### config.mk
export PLATFORM = sky130hd
export DESIGN_NAME = zero_skip_moving_average_flat
export DESIGN_NICKNAME = d
export VERILOG_FILES = /design/src/hw/rtl/zsma_pkg.sv /design/src/hw/rtl/zsma_in_if.sv /design/src/hw/rtl/zsma_out_if.sv /design/src/hw/rtl/zsma_datapath.sv /design/src/hw/rtl/zsma_ctrl.sv /design/src/hw/rtl/zero_skip_moving_average.sv /design/src/flat_wrapper.sv
export SDC_FILE = /design/constraint.sdc
export NUM_CORES = 1
export LEC_CHECK = 0
export ABC_AREA = 1
export BUFFER_PORTS_ARGS = -buffer_cell sky130_fd_sc_hd__clkbuf_2
export CAP_MARGIN = 0
export CELL_PAD_IN_SITES_DETAIL_PLACEMENT = 2
export CELL_PAD_IN_SITES_GLOBAL_PLACEMENT = 2
export CORE_ASPECT_RATIO = 0.5
export CORE_MARGIN = 2
export CORE_UTILIZATION = 43
export DETAILED_ROUTE_END_ITERATION = 8
export PLACE_DENSITY_LB_ADDON = 0.1
export SKIP_LAST_GASP = 1
export SYNTH_ARGS = -nofsm -noshare
export SYNTH_HDL_FRONTEND = slang
export SYNTH_SLANG_ARGS = --single-unit
### constraint.sdc
create_clock -name clk -period 5.75 [get_ports clk]
set_clock_uncertainty 0.1 [all_clocks]
set_input_delay 0.575 -clock clk [delete_from_list [all_inputs] [get_ports clk]]
set_output_delay 0.575 -clock clk [all_outputs]
set_load 0.01 [all_outputs]
### src/hw/rtl/zsma_pkg.sv
package zsma_pkg;

  localparam int TEMP_W  = 12;
  localparam int HUMID_W = 10;
  localparam int COUNT_W = 4;
  localparam int EVENT_W = 2;

  // largest count the result fields can show
  localparam int COUNT_SAT = 15;

  localparam logic [EVENT_W-1:0] EV_NONE   = 2'd0;
  localparam logic [EVENT_W-1:0] EV_FIRST  = 2'd1;
  localparam logic [EVENT_W-1:0] EV_UPDATE = 2'd2;

  typedef struct packed {
    logic load;       // shift a good sample in, clear sums
    logic sum_step;   // add oldest entry, rotate histories
    logic div_init;   // set up sign and magnitude for the divide
    logic div_step;   // one quotient bit for both channels
    logic load_out;   // update averages and result word
  } cmd_t;

endpackage

### src/hw/rtl/zsma_in_if.sv
interface zsma_in_if;
  logic                                   valid;
  logic                                   ready;
  logic                                   sample_ok;
  logic signed [zsma_pkg::TEMP_W-1:0]     temp_sample;
  logic        [zsma_pkg::HUMID_W-1:0]    humid_sample;

  modport source (output valid, output sample_ok, output temp_sample, output humid_sample,
                  input ready);
  modport sink (input valid, input sample_ok, input temp_sample, input humid_sample,
                output ready);
endinterface

### src/hw/rtl/zsma_out_if.sv
interface zsma_out_if;
  logic                                   valid;
  logic                                   ready;
  logic signed [zsma_pkg::TEMP_W-1:0]     avg_temp;
  logic        [zsma_pkg::HUMID_W-1:0]    avg_humid;
  logic        [zsma_pkg::COUNT_W-1:0]    temp_count;
  logic        [zsma_pkg::COUNT_W-1:0]    humid_count;
  logic        [zsma_pkg::EVENT_W-1:0]    event_code;

  modport source (output valid, output avg_temp, output avg_humid, output temp_count,
                  output humid_count, output event_code, input ready);
  modport sink (input valid, input avg_temp, input avg_humid, input temp_count,
                input humid_count, input event_code, output ready);
endinterface

### src/hw/rtl/zsma_datapath.sv
module zsma_datapath #(
  parameter int N = 8
) (
  input  logic                                clk,
  input  logic                                rst,
  input  zsma_pkg::cmd_t                      cmd,
  input  logic signed [zsma_pkg::TEMP_W-1:0]  temp_sample,
  input  logic [zsma_pkg::HUMID_W-1:0]        humid_sample,
  output logic signed [zsma_pkg::TEMP_W-1:0]  avg_temp,
  output logic [zsma_pkg::HUMID_W-1:0]        avg_humid,
  output logic [zsma_pkg::COUNT_W-1:0]        temp_count,
  output logic [zsma_pkg::COUNT_W-1:0]        humid_count,
  output logic [zsma_pkg::EVENT_W-1:0]        event_code
);

  localparam int TW = zsma_pkg::TEMP_W;
  localparam int HW = zsma_pkg::HUMID_W;
  localparam int CW = $clog2(N + 1);
  // magnitude of any sum of N entries fits in MW bits
  localparam int MW = TW + CW;

  logic signed [TW-1:0] temp_hist  [N];
  logic        [HW-1:0] humid_hist [N];

  logic signed [MW:0]   tsum;
  logic        [MW-1:0] hsum;
  logic        [CW-1:0] tcnt;
  logic        [CW-1:0] hcnt;

  logic                 tneg;
  logic        [CW-1:0] trem;
  logic        [CW-1:0] hrem;
  logic        [MW-1:0] tquo;
  logic        [MW-1:0] hquo;

  logic signed [TW-1:0] last_temp;
  logic        [HW-1:0] last_humid;

  logic signed [TW-1:0] temp_old;
  logic        [HW-1:0] humid_old;
  logic        [MW:0]   tsum_neg;
  logic        [CW:0]   trem_sh;
  logic        [CW:0]   hrem_sh;
  logic                 tbit;
  logic                 hbit;
  logic        [TW-1:0] tres;

  assign temp_old  = temp_hist[N-1];
  assign humid_old = humid_hist[N-1];
  assign tsum_neg  = -tsum;

  // restoring divide, remainder below the count whenever the count is nonzero
  assign trem_sh = {trem, tquo[MW-1]};
  assign hrem_sh = {hrem, hquo[MW-1]};
  assign tbit    = trem_sh >= {1'b0, tcnt};
  assign hbit    = hrem_sh >= {1'b0, hcnt};
  assign tres    = tneg ? TW'(-tquo[TW-1:0]) : tquo[TW-1:0];

  always_ff @(posedge clk) begin
    if (rst) begin
      for (int i = 0; i < N; i++) begin
        temp_hist[i]  <= '0;
        humid_hist[i] <= '0;
      end
    end else if (cmd.load) begin
      temp_hist[0]  <= temp_sample;
      humid_hist[0] <= humid_sample;
      for (int i = 1; i < N; i++) begin
        temp_hist[i]  <= temp_hist[i-1];
        humid_hist[i] <= humid_hist[i-1];
      end
      tsum <= '0;
      hsum <= '0;
      tcnt <= '0;
      hcnt <= '0;
    end else if (cmd.sum_step) begin
      // rotate so the histories are back in place after N steps
      temp_hist[0]  <= temp_old;
      humid_hist[0] <= humid_old;
      for (int i = 1; i < N; i++) begin
        temp_hist[i]  <= temp_hist[i-1];
        humid_hist[i] <= humid_hist[i-1];
      end
      if (temp_old != '0) begin
        tsum <= tsum + {{(MW + 1 - TW){temp_old[TW-1]}}, temp_old};
        tcnt <= tcnt + CW'(1);
      end
      if (humid_old != '0) begin
        hsum <= hsum + {{(MW - HW){1'b0}}, humid_old};
        hcnt <= hcnt + CW'(1);
      end
    end
  end

  always_ff @(posedge clk) begin
    if (cmd.div_init) begin
      tneg <= tsum[MW];
      tquo <= tsum[MW] ? tsum_neg[MW-1:0] : tsum[MW-1:0];
      hquo <= hsum;
      trem <= '0;
      hrem <= '0;
    end else if (cmd.div_step) begin
      trem <= tbit ? CW'(trem_sh - {1'b0, tcnt}) : trem_sh[CW-1:0];
      hrem <= hbit ? CW'(hrem_sh - {1'b0, hcnt}) : hrem_sh[CW-1:0];
      tquo <= {tquo[MW-2:0], tbit};
      hquo <= {hquo[MW-2:0], hbit};
    end
  end

  always_ff @(posedge clk) begin
    if (rst) begin
      last_temp  <= '0;
      last_humid <= '0;
    end else if (cmd.load_out) begin
      if (tcnt != '0) begin
        last_temp <= tres;
      end
      if (hcnt != '0) begin
        last_humid <= hquo[HW-1:0];
      end
    end
  end

  always_ff @(posedge clk) begin
    if (cmd.load_out) begin
      temp_count  <= (32'(tcnt) > zsma_pkg::COUNT_SAT) ?
                     zsma_pkg::COUNT_W'(zsma_pkg::COUNT_SAT) : zsma_pkg::COUNT_W'(tcnt);
      humid_count <= (32'(hcnt) > zsma_pkg::COUNT_SAT) ?
                     zsma_pkg::COUNT_W'(zsma_pkg::COUNT_SAT) : zsma_pkg::COUNT_W'(hcnt);
      if (tcnt == '0) begin
        event_code <= zsma_pkg::EV_NONE;
      end else if (tcnt == CW'(1)) begin
        event_code <= zsma_pkg::EV_FIRST;
      end else begin
        event_code <= zsma_pkg::EV_UPDATE;
      end
    end
  end

  assign avg_temp  = last_temp;
  assign avg_humid = last_humid;

`ifndef NO_ASSERTIONS
  a_tcnt_range: assert property (@(posedge clk) disable iff (rst)
    cmd.load_out |-> (32'(tcnt) <= N && 32'(hcnt) <= N))
    else $error("nonzero count exceeds history depth");

  a_div_rem: assert property (@(posedge clk) disable iff (rst)
    (cmd.load_out && tcnt != '0) |-> (trem < tcnt))
    else $error("temperature divide remainder not below count");

  a_avg_hold: assert property (@(posedge clk) disable iff (rst)
    !cmd.load_out |=> ($stable(last_temp) && $stable(last_humid)))
    else $error("average changed outside an update");
`endif

endmodule

### src/hw/rtl/zsma_ctrl.sv
module zsma_ctrl #(
  parameter int N  = 8,
  parameter int MW = 16
) (
  input  logic           clk,
  input  logic           rst,
  input  logic           in_valid,
  input  logic           in_ok,
  output logic           in_ready,
  output logic           out_valid,
  input  logic           out_ready,
  output zsma_pkg::cmd_t cmd
);

  localparam int STEPS = (N > MW) ? N : MW;
  localparam int SW    = (STEPS > 1) ? $clog2(STEPS) : 1;

  typedef enum logic [2:0] {
    IDLE,
    SUM,
    PREP,
    DIV,
    DONE
  } state_t;

  state_t        state;
  logic [SW-1:0] step;
  logic          out_free;

  assign in_ready = (state == IDLE);
  assign out_free = !out_valid || out_ready;

  always_comb begin
    cmd          = '0;
    cmd.load     = (state == IDLE) && in_valid && in_ok;
    cmd.sum_step = (state == SUM);
    cmd.div_init = (state == PREP);
    cmd.div_step = (state == DIV);
    cmd.load_out = (state == DONE) && out_free;
  end

  always_ff @(posedge clk) begin
    if (rst) begin
      state     <= IDLE;
      step      <= '0;
      out_valid <= 1'b0;
    end else begin
      if (cmd.load_out) begin
        out_valid <= 1'b1;
      end else if (out_ready) begin
        out_valid <= 1'b0;
      end
      unique case (state)
        IDLE: begin
          step <= '0;
          // a failed read is taken and dropped
          if (in_valid && in_ok) begin
            state <= SUM;
          end
        end
        SUM: begin
          if (step == SW'(N - 1)) begin
            step  <= '0;
            state <= PREP;
          end else begin
            step <= step + SW'(1);
          end
        end
        PREP: begin
          state <= DIV;
        end
        DIV: begin
          if (step == SW'(MW - 1)) begin
            step  <= '0;
            state <= DONE;
          end else begin
            step <= step + SW'(1);
          end
        end
        DONE: begin
          if (out_free) begin
            state <= IDLE;
          end
        end
        default: state <= IDLE;
      endcase
    end
  end

`ifndef NO_ASSERTIONS
  a_out_no_overwrite: assert property (@(posedge clk) disable iff (rst)
    cmd.load_out |-> (!out_valid || out_ready))
    else $error("result word overwritten while waiting");

  a_good_starts_sum: assert property (@(posedge clk) disable iff (rst)
    (in_valid && in_ready && in_ok) |=> (state == SUM && step == '0))
    else $error("good sample did not start accumulation");

  a_bad_stays_idle: assert property (@(posedge clk) disable iff (rst)
    (in_valid && in_ready && !in_ok) |=> (state == IDLE))
    else $error("failed read started work");
`endif

endmodule

### src/hw/rtl/zero_skip_moving_average.sv
// Moving average of temperature and humidity over the last HISTORY_DEPTH good
// samples, skipping entries that are zero. A word with sample_ok low is taken
// and dropped with no result. A good word is shifted in at the edge that takes
// it, and its result is then built in order: each history entry is added in
// turn through the accumulators, the divider is set up, one quotient bit per
// cycle for 12 + clog2(HISTORY_DEPTH + 1) bits comes from the restoring
// dividers of both channels, and the output register is loaded once it is
// free; the next word is taken once the result is in the output register.
// Channels with no nonzero entry repeat their previous average.
module zero_skip_moving_average #(
  parameter int HISTORY_DEPTH = 8
) (
  input  logic              clk,
  input  logic              rst,
  zsma_in_if.sink           samples,
  zsma_out_if.source        results
);

  localparam int MW = zsma_pkg::TEMP_W + $clog2(HISTORY_DEPTH + 1);

  zsma_pkg::cmd_t cmd;

  zsma_ctrl #(
    .N  (HISTORY_DEPTH),
    .MW (MW)
  ) u_ctrl (
    .clk       (clk),
    .rst       (rst),
    .in_valid  (samples.valid),
    .in_ok     (samples.sample_ok),
    .in_ready  (samples.ready),
    .out_valid (results.valid),
    .out_ready (results.ready),
    .cmd       (cmd)
  );

  zsma_datapath #(
    .N (HISTORY_DEPTH)
  ) u_datapath (
    .clk          (clk),
    .rst          (rst),
    .cmd          (cmd),
    .temp_sample  (samples.temp_sample),
    .humid_sample (samples.humid_sample),
    .avg_temp     (results.avg_temp),
    .avg_humid    (results.avg_humid),
    .temp_count   (results.temp_count),
    .humid_count  (results.humid_count),
    .event_code   (results.event_code)
  );

endmodule

### src/flat_wrapper.sv
// flat-port wrapper written by rule: the top's interface ports become plain ports
module zero_skip_moving_average_flat 
#(
  parameter int HISTORY_DEPTH = 8
)
  (clk, rst, samples_valid, samples_sample_ok, samples_temp_sample, samples_humid_sample, samples_ready, results_valid, results_avg_temp, results_avg_humid, results_temp_count, results_humid_count, results_event_code, results_ready);
  zsma_in_if samples_i ();
  zsma_out_if results_i ();
  input  logic clk;
  input  logic rst;
  input wire logic [$bits(samples_i.valid)-1:0] samples_valid;
  input wire logic [$bits(samples_i.sample_ok)-1:0] samples_sample_ok;
  input wire logic [$bits(samples_i.temp_sample)-1:0] samples_temp_sample;
  input wire logic [$bits(samples_i.humid_sample)-1:0] samples_humid_sample;
  output wire logic [$bits(samples_i.ready)-1:0] samples_ready;
  output wire logic [$bits(results_i.valid)-1:0] results_valid;
  output wire logic [$bits(results_i.avg_temp)-1:0] results_avg_temp;
  output wire logic [$bits(results_i.avg_humid)-1:0] results_avg_humid;
  output wire logic [$bits(results_i.temp_count)-1:0] results_temp_count;
  output wire logic [$bits(results_i.humid_count)-1:0] results_humid_count;
  output wire logic [$bits(results_i.event_code)-1:0] results_event_code;
  input wire logic [$bits(results_i.ready)-1:0] results_ready;
  assign samples_i.valid = samples_valid;
  assign samples_i.sample_ok = samples_sample_ok;
  assign samples_i.temp_sample = samples_temp_sample;
  assign samples_i.humid_sample = samples_humid_sample;
  assign samples_ready = samples_i.ready;
  assign results_valid = results_i.valid;
  assign results_avg_temp = results_i.avg_temp;
  assign results_avg_humid = results_i.avg_humid;
  assign results_temp_count = results_i.temp_count;
  assign results_humid_count = results_i.humid_count;
  assign results_event_code = results_i.event_code;
  assign results_i.ready = results_ready;
  zero_skip_moving_average #(.HISTORY_DEPTH(HISTORY_DEPTH)) u_core (.clk(clk), .rst(rst), .samples(samples_i), .results(results_i));
endmodule
==> results.cfg, run 1 <==
[logic_synthesis]
syn_nets = 1622
synth_edf_count = 260
synthSimpleGateAreaFrac = 0.228
synth_area_leaders = edfxtp_1 53%, nand2_1 7.9%, inv_1 7.4%
netlist_area_sq_um = 14800
ys_warn_count = 0
ys_types = 38
synth_common_cells = 309 x nand2_1, 292 x inv_1, 260 x edfxtp_1, 199 x nor2_1, 94 x nand3_1
synth_top_family_by_area = simple AND/OR/NAND/NOR gates
synth_cells = 1549
synth_top_area_frac = 0.529
synthMuxAreaShare = 0
synth_top_cell_by_area = edfxtp_1
synthArstFlopShare = 0
synth_compound_area_frac = 0.0476
synth_ff_type = edfxtp_1
synth.most_common_cell = nand2_1
avgSynthCellArea_sq_um = 9.53
synthXorXnorAreaFrac = 0.00949
ys_ff_latch = 298
seq_area_frac_synth = 0.580
yosys.area_share.adder = 0.0410

[cts]
clk_pin_slew_ps = 70
root_buffer = clkbuf_16
cts.sinks = 298
htree_levels = 1
clock_latency_ps = 600
cts_resized = 0
clk_path_buf_depth = 3
cts_setup_buffers = 0
cts_tree = built
hold_buffers = 0
numCtsBuffers = 29

[layout]
stdcell_area_sq_um = 16500
multiInputGateArea_sq_um = 4830
utilization = 0.492
nets = 1685
final_layout_size_suffix_gt1_frac = 0.127
regArea_sq_um = 8570
area_growth_pct = 11.5
diodes = 0
fillerInstances = 3546

[setup_path]
endpoint_kind = register
cp_data_arrival_time_ps = 4350
required_ps = 5900
crit_path_max_fanout = 51
rr_endpoint = u_core.u_datapath.humid_hist[1][16]
path_buf_inv = 4
slowest_stage = nor2_1
timing.rr.start = u_core.u_ctrl.state[0]
cp-start-kind = register
critPathTopFamily = simple AND/OR/NAND/NOR gates
setup.worst_path.class = reg2reg
reg2reg_depth = 9
critPathMaxStageDelay_ps = 920
reg2reg_setup_slack_ps = 1550
crit_chain = inv_2 > nor2_1 > nand2_1 > nor2_1 > inv_2 > nand2_1 > inv_6 > nand2_2 > buf_4

[global_routing]
antenna_found_initial = 1
grt_pass1_vias = 11600
grt_usage = 0.239
grt_remaining_overflow = 0
grt_max_degree = 52
grt_pass1_wl_um = 66100

[die]
initial_core_util = 0.441
die_w_um = 266
core_sq_um = 33500
io_pins = 61
fp.dieH_um = 135
rows = 47
die_area_sq_um = 35900

[route]
avgViaCountPerCell = 5.09
wire_per_inst_um = 20.0
dr.pass1.iters = 5
first_iter_violations = 524
ant_nets = 0
vias = 10600
wl_um = 41600
remaining_drc_errors = 0

[pwr]
ir_drop_mv = 0.308
cellLeakagePower_nw = 7.22
power.density_nw_per_um2 = 506

[placement]
port_buffers = 60
dpl_cell_area_sq_um = 15500
finalWeightedCongestion = 0.785
place_hpwl_um = 29500

[sta]
finalSetupViolations = 0
setup_tns_ps = 0
max_slew_margin = 0.192
timing.fmax_mhz = 238
worst_pin_slew_ps = 1210
hold_viol = 0
period_needed_ps = 4200
slew_viol_final = 0
grt_setup_unrepaired = no
period_share = 0.731

[hold_path]
whs_path_depth = 3
hp-class = in2reg
worstHoldEndpoint = u_core.u_datapath.temp_hist[0][5]
worstHoldStart = samples_temp_sample[5]

[status]
status = completed

[run]
maxCapViolCount = 0
-- cells in the final DEF (no fill, tap or decap), types with 7 or more instances in the layout --
| cell type | Yosys | layout |
|---|---|---|
| nor2_1 | 199 | 199 |
| buf_4 | 0 | 14 |
| nor2_2 | 7 | 7 |
| clkbuf_2 | 0 | 60 |
| edfxtp_1 | 260 | 260 |
| clkinv_2 | 0 | 8 |
| dfxtp_1 | 38 | 38 |
| ha_1 | 42 | 42 |
| o21ai_0 | 82 | 81 |
| a21oi_1 | 47 | 47 |
| nand4_1 | 8 | 8 |
| nor3_1 | 10 | 10 |
| or2_2 | 7 | 7 |
| clkbuf_16 | 0 | 30 |
| nand2_1 | 309 | 306 |
| nor2_4 | 61 | 61 |
| xor2_1 | 14 | 14 |
| nand3_1 | 94 | 94 |
| inv_1 | 292 | 292 |
-- layout make-up --
type	count	share of cell area
Sequential cell	298	0.520
Multi-Input combinational cell	909	0.293
Inverter	300	0.0687
Clock buffer	37	0.0478
Tap cell	441	0.0335
Timing Repair Buffer	74	0.0246
Clock inverter	17	0.0119
-- sequential cells by signal, summed over array words and instances, names as in the netlist --
signal	cells
u_core.u_ctrl.out_valid	1
u_core.u_ctrl.state	3
u_core.u_ctrl.step	4
u_core.u_datapath.avg_humid	10
u_core.u_datapath.avg_temp	12
u_core.u_datapath.event_code	2
u_core.u_datapath.hcnt	4
u_core.u_datapath.hquo	16
u_core.u_datapath.hrem	4
u_core.u_datapath.hsum	16
u_core.u_datapath.humid_count	4
u_core.u_datapath.humid_hist	80
u_core.u_datapath.tcnt	4
u_core.u_datapath.temp_count	4
u_core.u_datapath.temp_hist	96
u_core.u_datapath.tneg	1
u_core.u_datapath.tquo	16
u_core.u_datapath.trem	4
u_core.u_datapath.tsum	17
-- worst register-to-register path, stage by stage (launching register included) --
cell,delay (ps)
dfxtp_1,360
inv_2,70
nor2_1,250
nand2_1,130
nor2_1,920
inv_2,310
nand2_1,290
inv_6,240
nand2_2,720
buf_4,490
-- worst max-delay path by stage --
stage                            from                             endpoint  cells past startpoint
6_report       u_core.u_ctrl.state[0]  u_core.u_datapath.humid_hist[1][16]                      9
5_1_grt        u_core.u_ctrl.state[0]   u_core.u_datapath.humid_hist[1][7]                      9
4_1_cts        u_core.u_ctrl.state[0]   u_core.u_datapath.humid_hist[0][5]                      9
3_5_place_dp                      rst  u_core.u_datapath.humid_hist[1][14]                      7
3_3_place_gp                      rst  u_core.u_datapath.humid_hist[1][15]                      7
2_1_floorplan           samples_valid   u_core.u_datapath.humid_hist[0][0]                      8
-- report_power, final --
part           total, mW  internal [mW]  switching (mW)
Sequential          3.55           3.17           0.372
Clock               2.05           1.15           0.897
Combinational       2.74          0.788            1.96
Total               8.34           5.11            3.23
-- logic make-up after synthesis --
logic type | count (synthesis)
DFF | 298
AOI/OAI and AO/OA | 137
adders and majority gates | 46
and+or+nand+nor | 710
buffers and inverters | 342
xor gates and xnor gates | 16
-- routing by layer --
layer / vias to the layer above / GRT usage / part of all wire
met5: - / 0 / 0.00031
met4: 2 / 0.0462 / 0.016
met3: 50 / 0.0354 / 0.029
met2: 138 / 0.422 / 0.49
met1: 5313 / 0.316 / 0.46
li1: 5054 / - / -
-- through the flow --
| stage | total power [mW] | setup slack [ps] | instances | hold WS [ps] |
|---|---|---|---|---|
| after floorplan | 5.40 | 2330 | 1549 | 324 |
| after global placement | 6.02 | 1800 | 2022 | 343 |
| after detailed placement | 6.31 | 1470 | 2022 | 355 |
| after CTS | 8.43 | 1520 | 2076 | 192 |
| after global routing | 8.88 | 1210 | 2076 | 220 |
| final | 8.34 | 1550 | 2076 | 206 |
Note: power is estimated with default switching activity, not from simulation.
==> run 2: changes to the inputs <==
Settings changed: CORE_UTILIZATION 43 to 36.
Clock period 5.75 ns to 3.45 ns, I/O delays scaled along.
==> run 2 against run 1 <==
Highest routed layer is now met4. Combinational power up 63%. Die area up 19%. Critical path depth up 2. Routed wire length down 5.7%. Register-to-register slack worse by 1300 ps. Setup slack worse by 1300 ps. Global-route usage down 5.2 points. Clock-buffer cell count down 3.
==> results.cfg, run 2 (synthesized netlist as in run 1, its figures left out) <==
[status]
status = completed

[layout]
final_cell_mix = 306 x nand2_1, 292 x inv_1, 260 x edfxtp_1
reg.largest.list = u_core.u_datapath.temp_hist: 96 flops, u_core.u_datapath.humid_hist: 80 flops, u_core.u_datapath.tsum: 17 flops
fillerInstances = 4409
diodes = 0
stdcell_area_sq_um = 16800
final_common_cell = nand2_1
nets = 1702
area_growth_pct = 13.7
regMostFlops = u_core.u_datapath.temp_hist
fin_cells = 2192
final_layout_size_suffix_gt1_frac = 0.132
largest_reg_flops = 96

[global_routing]
grt_pass1_vias = 11600
grt_pass1_wl_um = 63600
grt_remaining_overflow = 0
antenna_found_initial = 0
grt_max_degree = 67
grt_usage = 0.187

[sta]
hold_viol = 0
period_needed_ps = 3240
grt_setup_unrepaired = no
worst_slack_ps = 213
finalSetupViolations = 0
period_share = 0.938
max_slew_margin = 0.404
timing.fmax_mhz = 309
worst_pin_slew_ps = 893
slew_viol_final = 0
setup_tns_ps = 0

[route]
ant_nets = 0
wl_um = 39200
first_iter_violations = 452
avgViaCountPerCell = 4.77
remaining_drc_errors = 0
vias = 10500
wire_per_inst_um = 17.9
dr.pass1.iters = 4

[placement]
post-place-cells = 2127
port_buffers = 60
place_hpwl_um = 27600
finalWeightedCongestion = 0.773
pre_cts_slack_ps = -46.0
dpl_cell_area_sq_um = 15700

[setup_path]
cp_data_arrival_time_ps = 3460
setup.worst_path.class = reg2reg
critPathMaxStageDelay_ps = 710
required_ps = 3670
critPathTopFamily = buffers and inverters
cp-start-kind = register
endpoint_kind = register
crit_path_max_fanout = 44
slowest_stage = buf_4
path_buf_inv = 5
crit_chain = inv_2 > nand2_2 > nor2_4 > inv_2 > nor3_4 > nand2_1 > nand2_1 > inv_6 > buf_4 > buf_6 > nor2_4

[cts]
cts_tree = built
htree_levels = 1
numCtsBuffers = 29
clock_latency_ps = 590
cts.sinks = 298
root_buffer = clkbuf_16
clk_path_buf_depth = 3
clk_pin_slew_ps = 70

[die]
core_sq_um = 40500
die_area_sq_um = 42800
initial_core_util = 0.365
rows = 52
fp.dieH_um = 147
io_pins = 61
die_w_um = 290

[hold_path]
hp-class = in2reg

[pwr]
cellLeakagePower_nw = 7.31
power.density_nw_per_um2 = 824
ir_drop_mv = 0.474

[run]
maxCapViolCount = 0
[run 2: changes by cell type in the layout (fill, tap and decap cells not counted), sizes merged]
cell,previous run,this run
dlygate4sd3,0,11
buf,14,20
clkinv,14,9
inv,299,303
clkbuf,97,94
clkinvlp,0,3
bufinv,4,5
[run 2: per-layer routing]
layer	track usage	wire, um
met2	0.314	18300
met3	0.0266	1000
met1	0.262	19300
met5	0	0
met4	0.0301	599
[run 2: final timing paths]
path                                  start                                  to  slack, ps  cells after the start
hold / removal                results_ready             u_core.u_ctrl.out_valid          8                      4
setup / recovery     u_core.u_ctrl.state[2]  u_core.u_datapath.temp_hist[0][38]        210                     11
hold reg to reg   u_core.u_datapath.trem[3]           u_core.u_datapath.trem[3]        390                      2
setup reg to reg     u_core.u_ctrl.state[2]  u_core.u_datapath.temp_hist[0][38]        210                     11
[run 2: where the power goes]
group          internal (mW)  switching [mW]  total [mW]
clock network           1.96            1.52        3.48
logic                   1.34            3.13        4.47
registers               5.28           0.603        5.88
total                   8.59            5.25        13.8
[run 2: worst reg2reg max path, stage by stage, from the launching register on]
cell and delay [ps]:
dfxtp_1 370, inv_2 60, nand2_2 90, nor2_4 50
inv_2 70, nor3_4 40, nand2_1 130, nand2_1 220
inv_6 420, buf_4 730, buf_6 640, nor2_4 70
[run 2: layout make-up]
| class | instances | area (sq um) | share of cell area |
|---|---|---|---|
| Clock buffer | 34 | 754 | 0.0449 |
| Clock inverter | 20 | 258 | 0.0153 |
| Inverter | 300 | 1130 | 0.0673 |
| Multi-Input combinational cell | 909 | 4830 | 0.288 |
| Sequential cell | 298 | 8570 | 0.510 |
| Tap cell | 540 | 676 | 0.0402 |
| Timing Repair Buffer | 91 | 577 | 0.0343 |
[run 2: timing repair]
action,CTS,global route
gates resized for setup,1,0
hold buffers,11,0
setup buffers,0,0
setup endpoints to repair,31,0
hold endpoints to repair,11,0
[run 2: stage by stage]
step	power, mW	hold slack [ps]	util
after floorplan	9.00	324	-
after global placement	10.2	359	0.387
after detailed placement	10.5	389	0.387
after CTS	14.1	1.06	0.415
after global routing	14.9	8.65	0.415
final	13.8	8.48	0.415
==> run 3: changes to the inputs <==
Settings changed: CORE_MARGIN 2 to not set.
==> run 3 against run 2 <==
Setup slack improved by 270 ps. Critical endpoint is now u_core.u_datapath.temp_hist[1][12]. Non-clock buffer count is 4 lower. Sequential share of layout area rose by 0.40 points. Global-route usage shrank 0.25 points. Clock-buffer cell count increased by 4. The flow now finishes with violations (DRC). Cell count decreased by 0.23%. Largest cell class unchanged. Final area shrank 0.78%. Critical path type unchanged.
==> results.cfg, run 3 (synthesized netlist as in run 1, its figures left out) <==
[status]
status = finished with violations
violations = DRC

[setup_path]
crit_path_max_fanout = 45
setup.worst_path.class = reg2reg
reg2reg_depth = 9
reg2reg_setup_slack_ps = 480
cp_data_arrival_time_ps = 3130
crit_start = u_core.u_ctrl.state[0]
crit_end = u_core.u_datapath.temp_hist[1][12]
cp-start-kind = register
timing.rr.start = u_core.u_ctrl.state[0]
required_ps = 3610
endpoint_kind = register
rr_endpoint = u_core.u_datapath.temp_hist[1][12]

[cts]
cts.sinks = 298
root_buffer = clkbuf_16
clk_path_buf_depth = 3
numCtsBuffers = 29
cts_setup_buffers = 0
htree_levels = 1
clock_latency_ps = 590
cts_tree = built
clk_pin_slew_ps = 70

[sta]
hold_viol = 0
worst_slack_ps = 482
finalSetupViolations = 0
period_needed_ps = 2970
slew_viol_final = 0
max_slew_margin = 0.352
period_share = 0.860
setup_tns_ps = 0
timing.fmax_mhz = 337
grt_setup_unrepaired = no
worst_pin_slew_ps = 972

[pwr]
power.density_nw_per_um2 = 806
power.switching_mw = 5.12
switching_share = 0.381
cellLeakagePower_nw = 7.24
power_frac_seq = 0.437
p_comb_frac = 0.331
p_clk_frac = 0.232
ir_drop_mv = 0.389
intPower_mw = 8.31

[die]
die_area_sq_um = 41900
rows = 52
initial_core_util = 0.366
die_w_um = 288
io_pins = 61
core_sq_um = 40400
fp.dieH_um = 145

[route]
first_iter_violations = 469
dr.pass1.iters = 6
wl_um = 37700
ant_nets = 0
vias = 10300
wire_per_inst_um = 17.3
avgViaCountPerCell = 4.72
remaining_drc_errors = 9

[run]
maxCapViolCount = 0

[hold_path]
hp-class = in2reg
whs_path_depth = 3

[global_routing]
grt_pass1_wl_um = 60900
grt_max_degree = 67
grt_remaining_overflow = 0
antenna_found_initial = 0
grt_usage = 0.184
grt_pass1_vias = 11200

[placement]
pre_cts_slack_ps = 429
dpl_cell_area_sq_um = 15700
port_buffers = 60
finalWeightedCongestion = 0.819
place_hpwl_um = 27300

[layout]
final_layout_size_suffix_gt1_frac = 0.125
area_growth_pct = 12.8
diodes = 0
regMostFlops = u_core.u_datapath.temp_hist
final_common_cell = nand2_1
largest_reg_flops = 96
nets = 1698
stdcell_area_sq_um = 16700
final_cell_mix = 306 x nand2_1, 292 x inv_1, 260 x edfxtp_1
reg.largest.list = u_core.u_datapath.temp_hist: 96 flops, u_core.u_datapath.humid_hist: 80 flops, u_core.u_datapath.tsum: 17 flops
## run 3: cell count changes in the layout (fill, tap and decap cells not counted)
cell	change
buf_4	-3
clkinv_1	+6
inv_4	-2
clkbuf_1	+2
clkinvlp_4	-3
buf_6	-1
dlygate4sd3_1	-1
inv_6	-1
clkbuf_8	+2
clkinv_2	-2
bufinv_16	-4
buf_12	+1
clkinv_4	+1
## run 3: per-layer routing
layer / vias up / track usage / wire (um) / share of wire
li1: 5082 / - / - / -
met1: 5096 / 0.260 / 18900 / 0.50
met2: 91 / 0.298 / 17100 / 0.45
met3: 45 / 0.0332 / 1190 / 0.031
met4: 0 / 0.0302 / 574 / 0.015
met5: - / 0 / 0 / 0
## run 3: worst min path at each step
| stage | start | to | slack (ps) |
|---|---|---|---|
| floorplan | u_core.u_datapath.tsum[16] | u_core.u_datapath.tneg | 320 |
| detailed placement | u_core.u_datapath.hrem[3] | u_core.u_datapath.hrem[3] | 360 |
| global route | samples_temp_sample[4] | u_core.u_datapath.temp_hist[0][4] | 40 |
| global placement | u_core.u_datapath.hrem[3] | u_core.u_datapath.hrem[3] | 360 |
| CTS | samples_temp_sample[7] | u_core.u_datapath.temp_hist[0][7] | 2 |
| finish | samples_humid_sample[4] | u_core.u_datapath.humid_hist[0][4] | 40 |
## run 3: layout make-up
type / count / area [sq um]
timing repair buffer: 87 / 553
multi-input combinational: 909 / 4830
sequential: 298 / 8570
fill: 4346 / 23700
clock buffer: 38 / 790
clock inverter: 15 / 115
inverter: 300 / 1130
tap: 540 / 676
## run 3: per-stage QoR
step	total power [mW]	utilization	hold WS, ps	std cells
CTS	13.7	0.412	1.90	2187
detailed placement	10.4	0.388	364	2124
global route	14.4	0.412	43.3	2187
global placement	10.1	0.388	356	2124
floorplan	9.00	-	324	1549
finish	13.4	0.412	36.8	2187
## run 3: timing repair
action                                 4_1_cts  5_1_grt
endpoints found under the hold margin       10        0
hold buffers                                10        0
gates resized for setup                      0        0
## run 3: power by group through the flow
stage	clock network [mW]	registers, mW	logic (mW)
after global routing	3.37	5.98	5.08
after detailed placement	0	5.96	4.49
after CTS	3.24	5.89	4.54
after global placement	0	5.90	4.24
after floorplan	0	5.75	3.25
final	3.12	5.87	4.45
## run 3: critical path, stage by stage (launching register included)
cell and delay, ps:
dfxtp_1 350, inv_2 60, nor2_1 230, nand2_1 120, nor2_1 390, inv_2 210, nand2_1 210, inv_6 170
nand2_2 460, buf_12 320
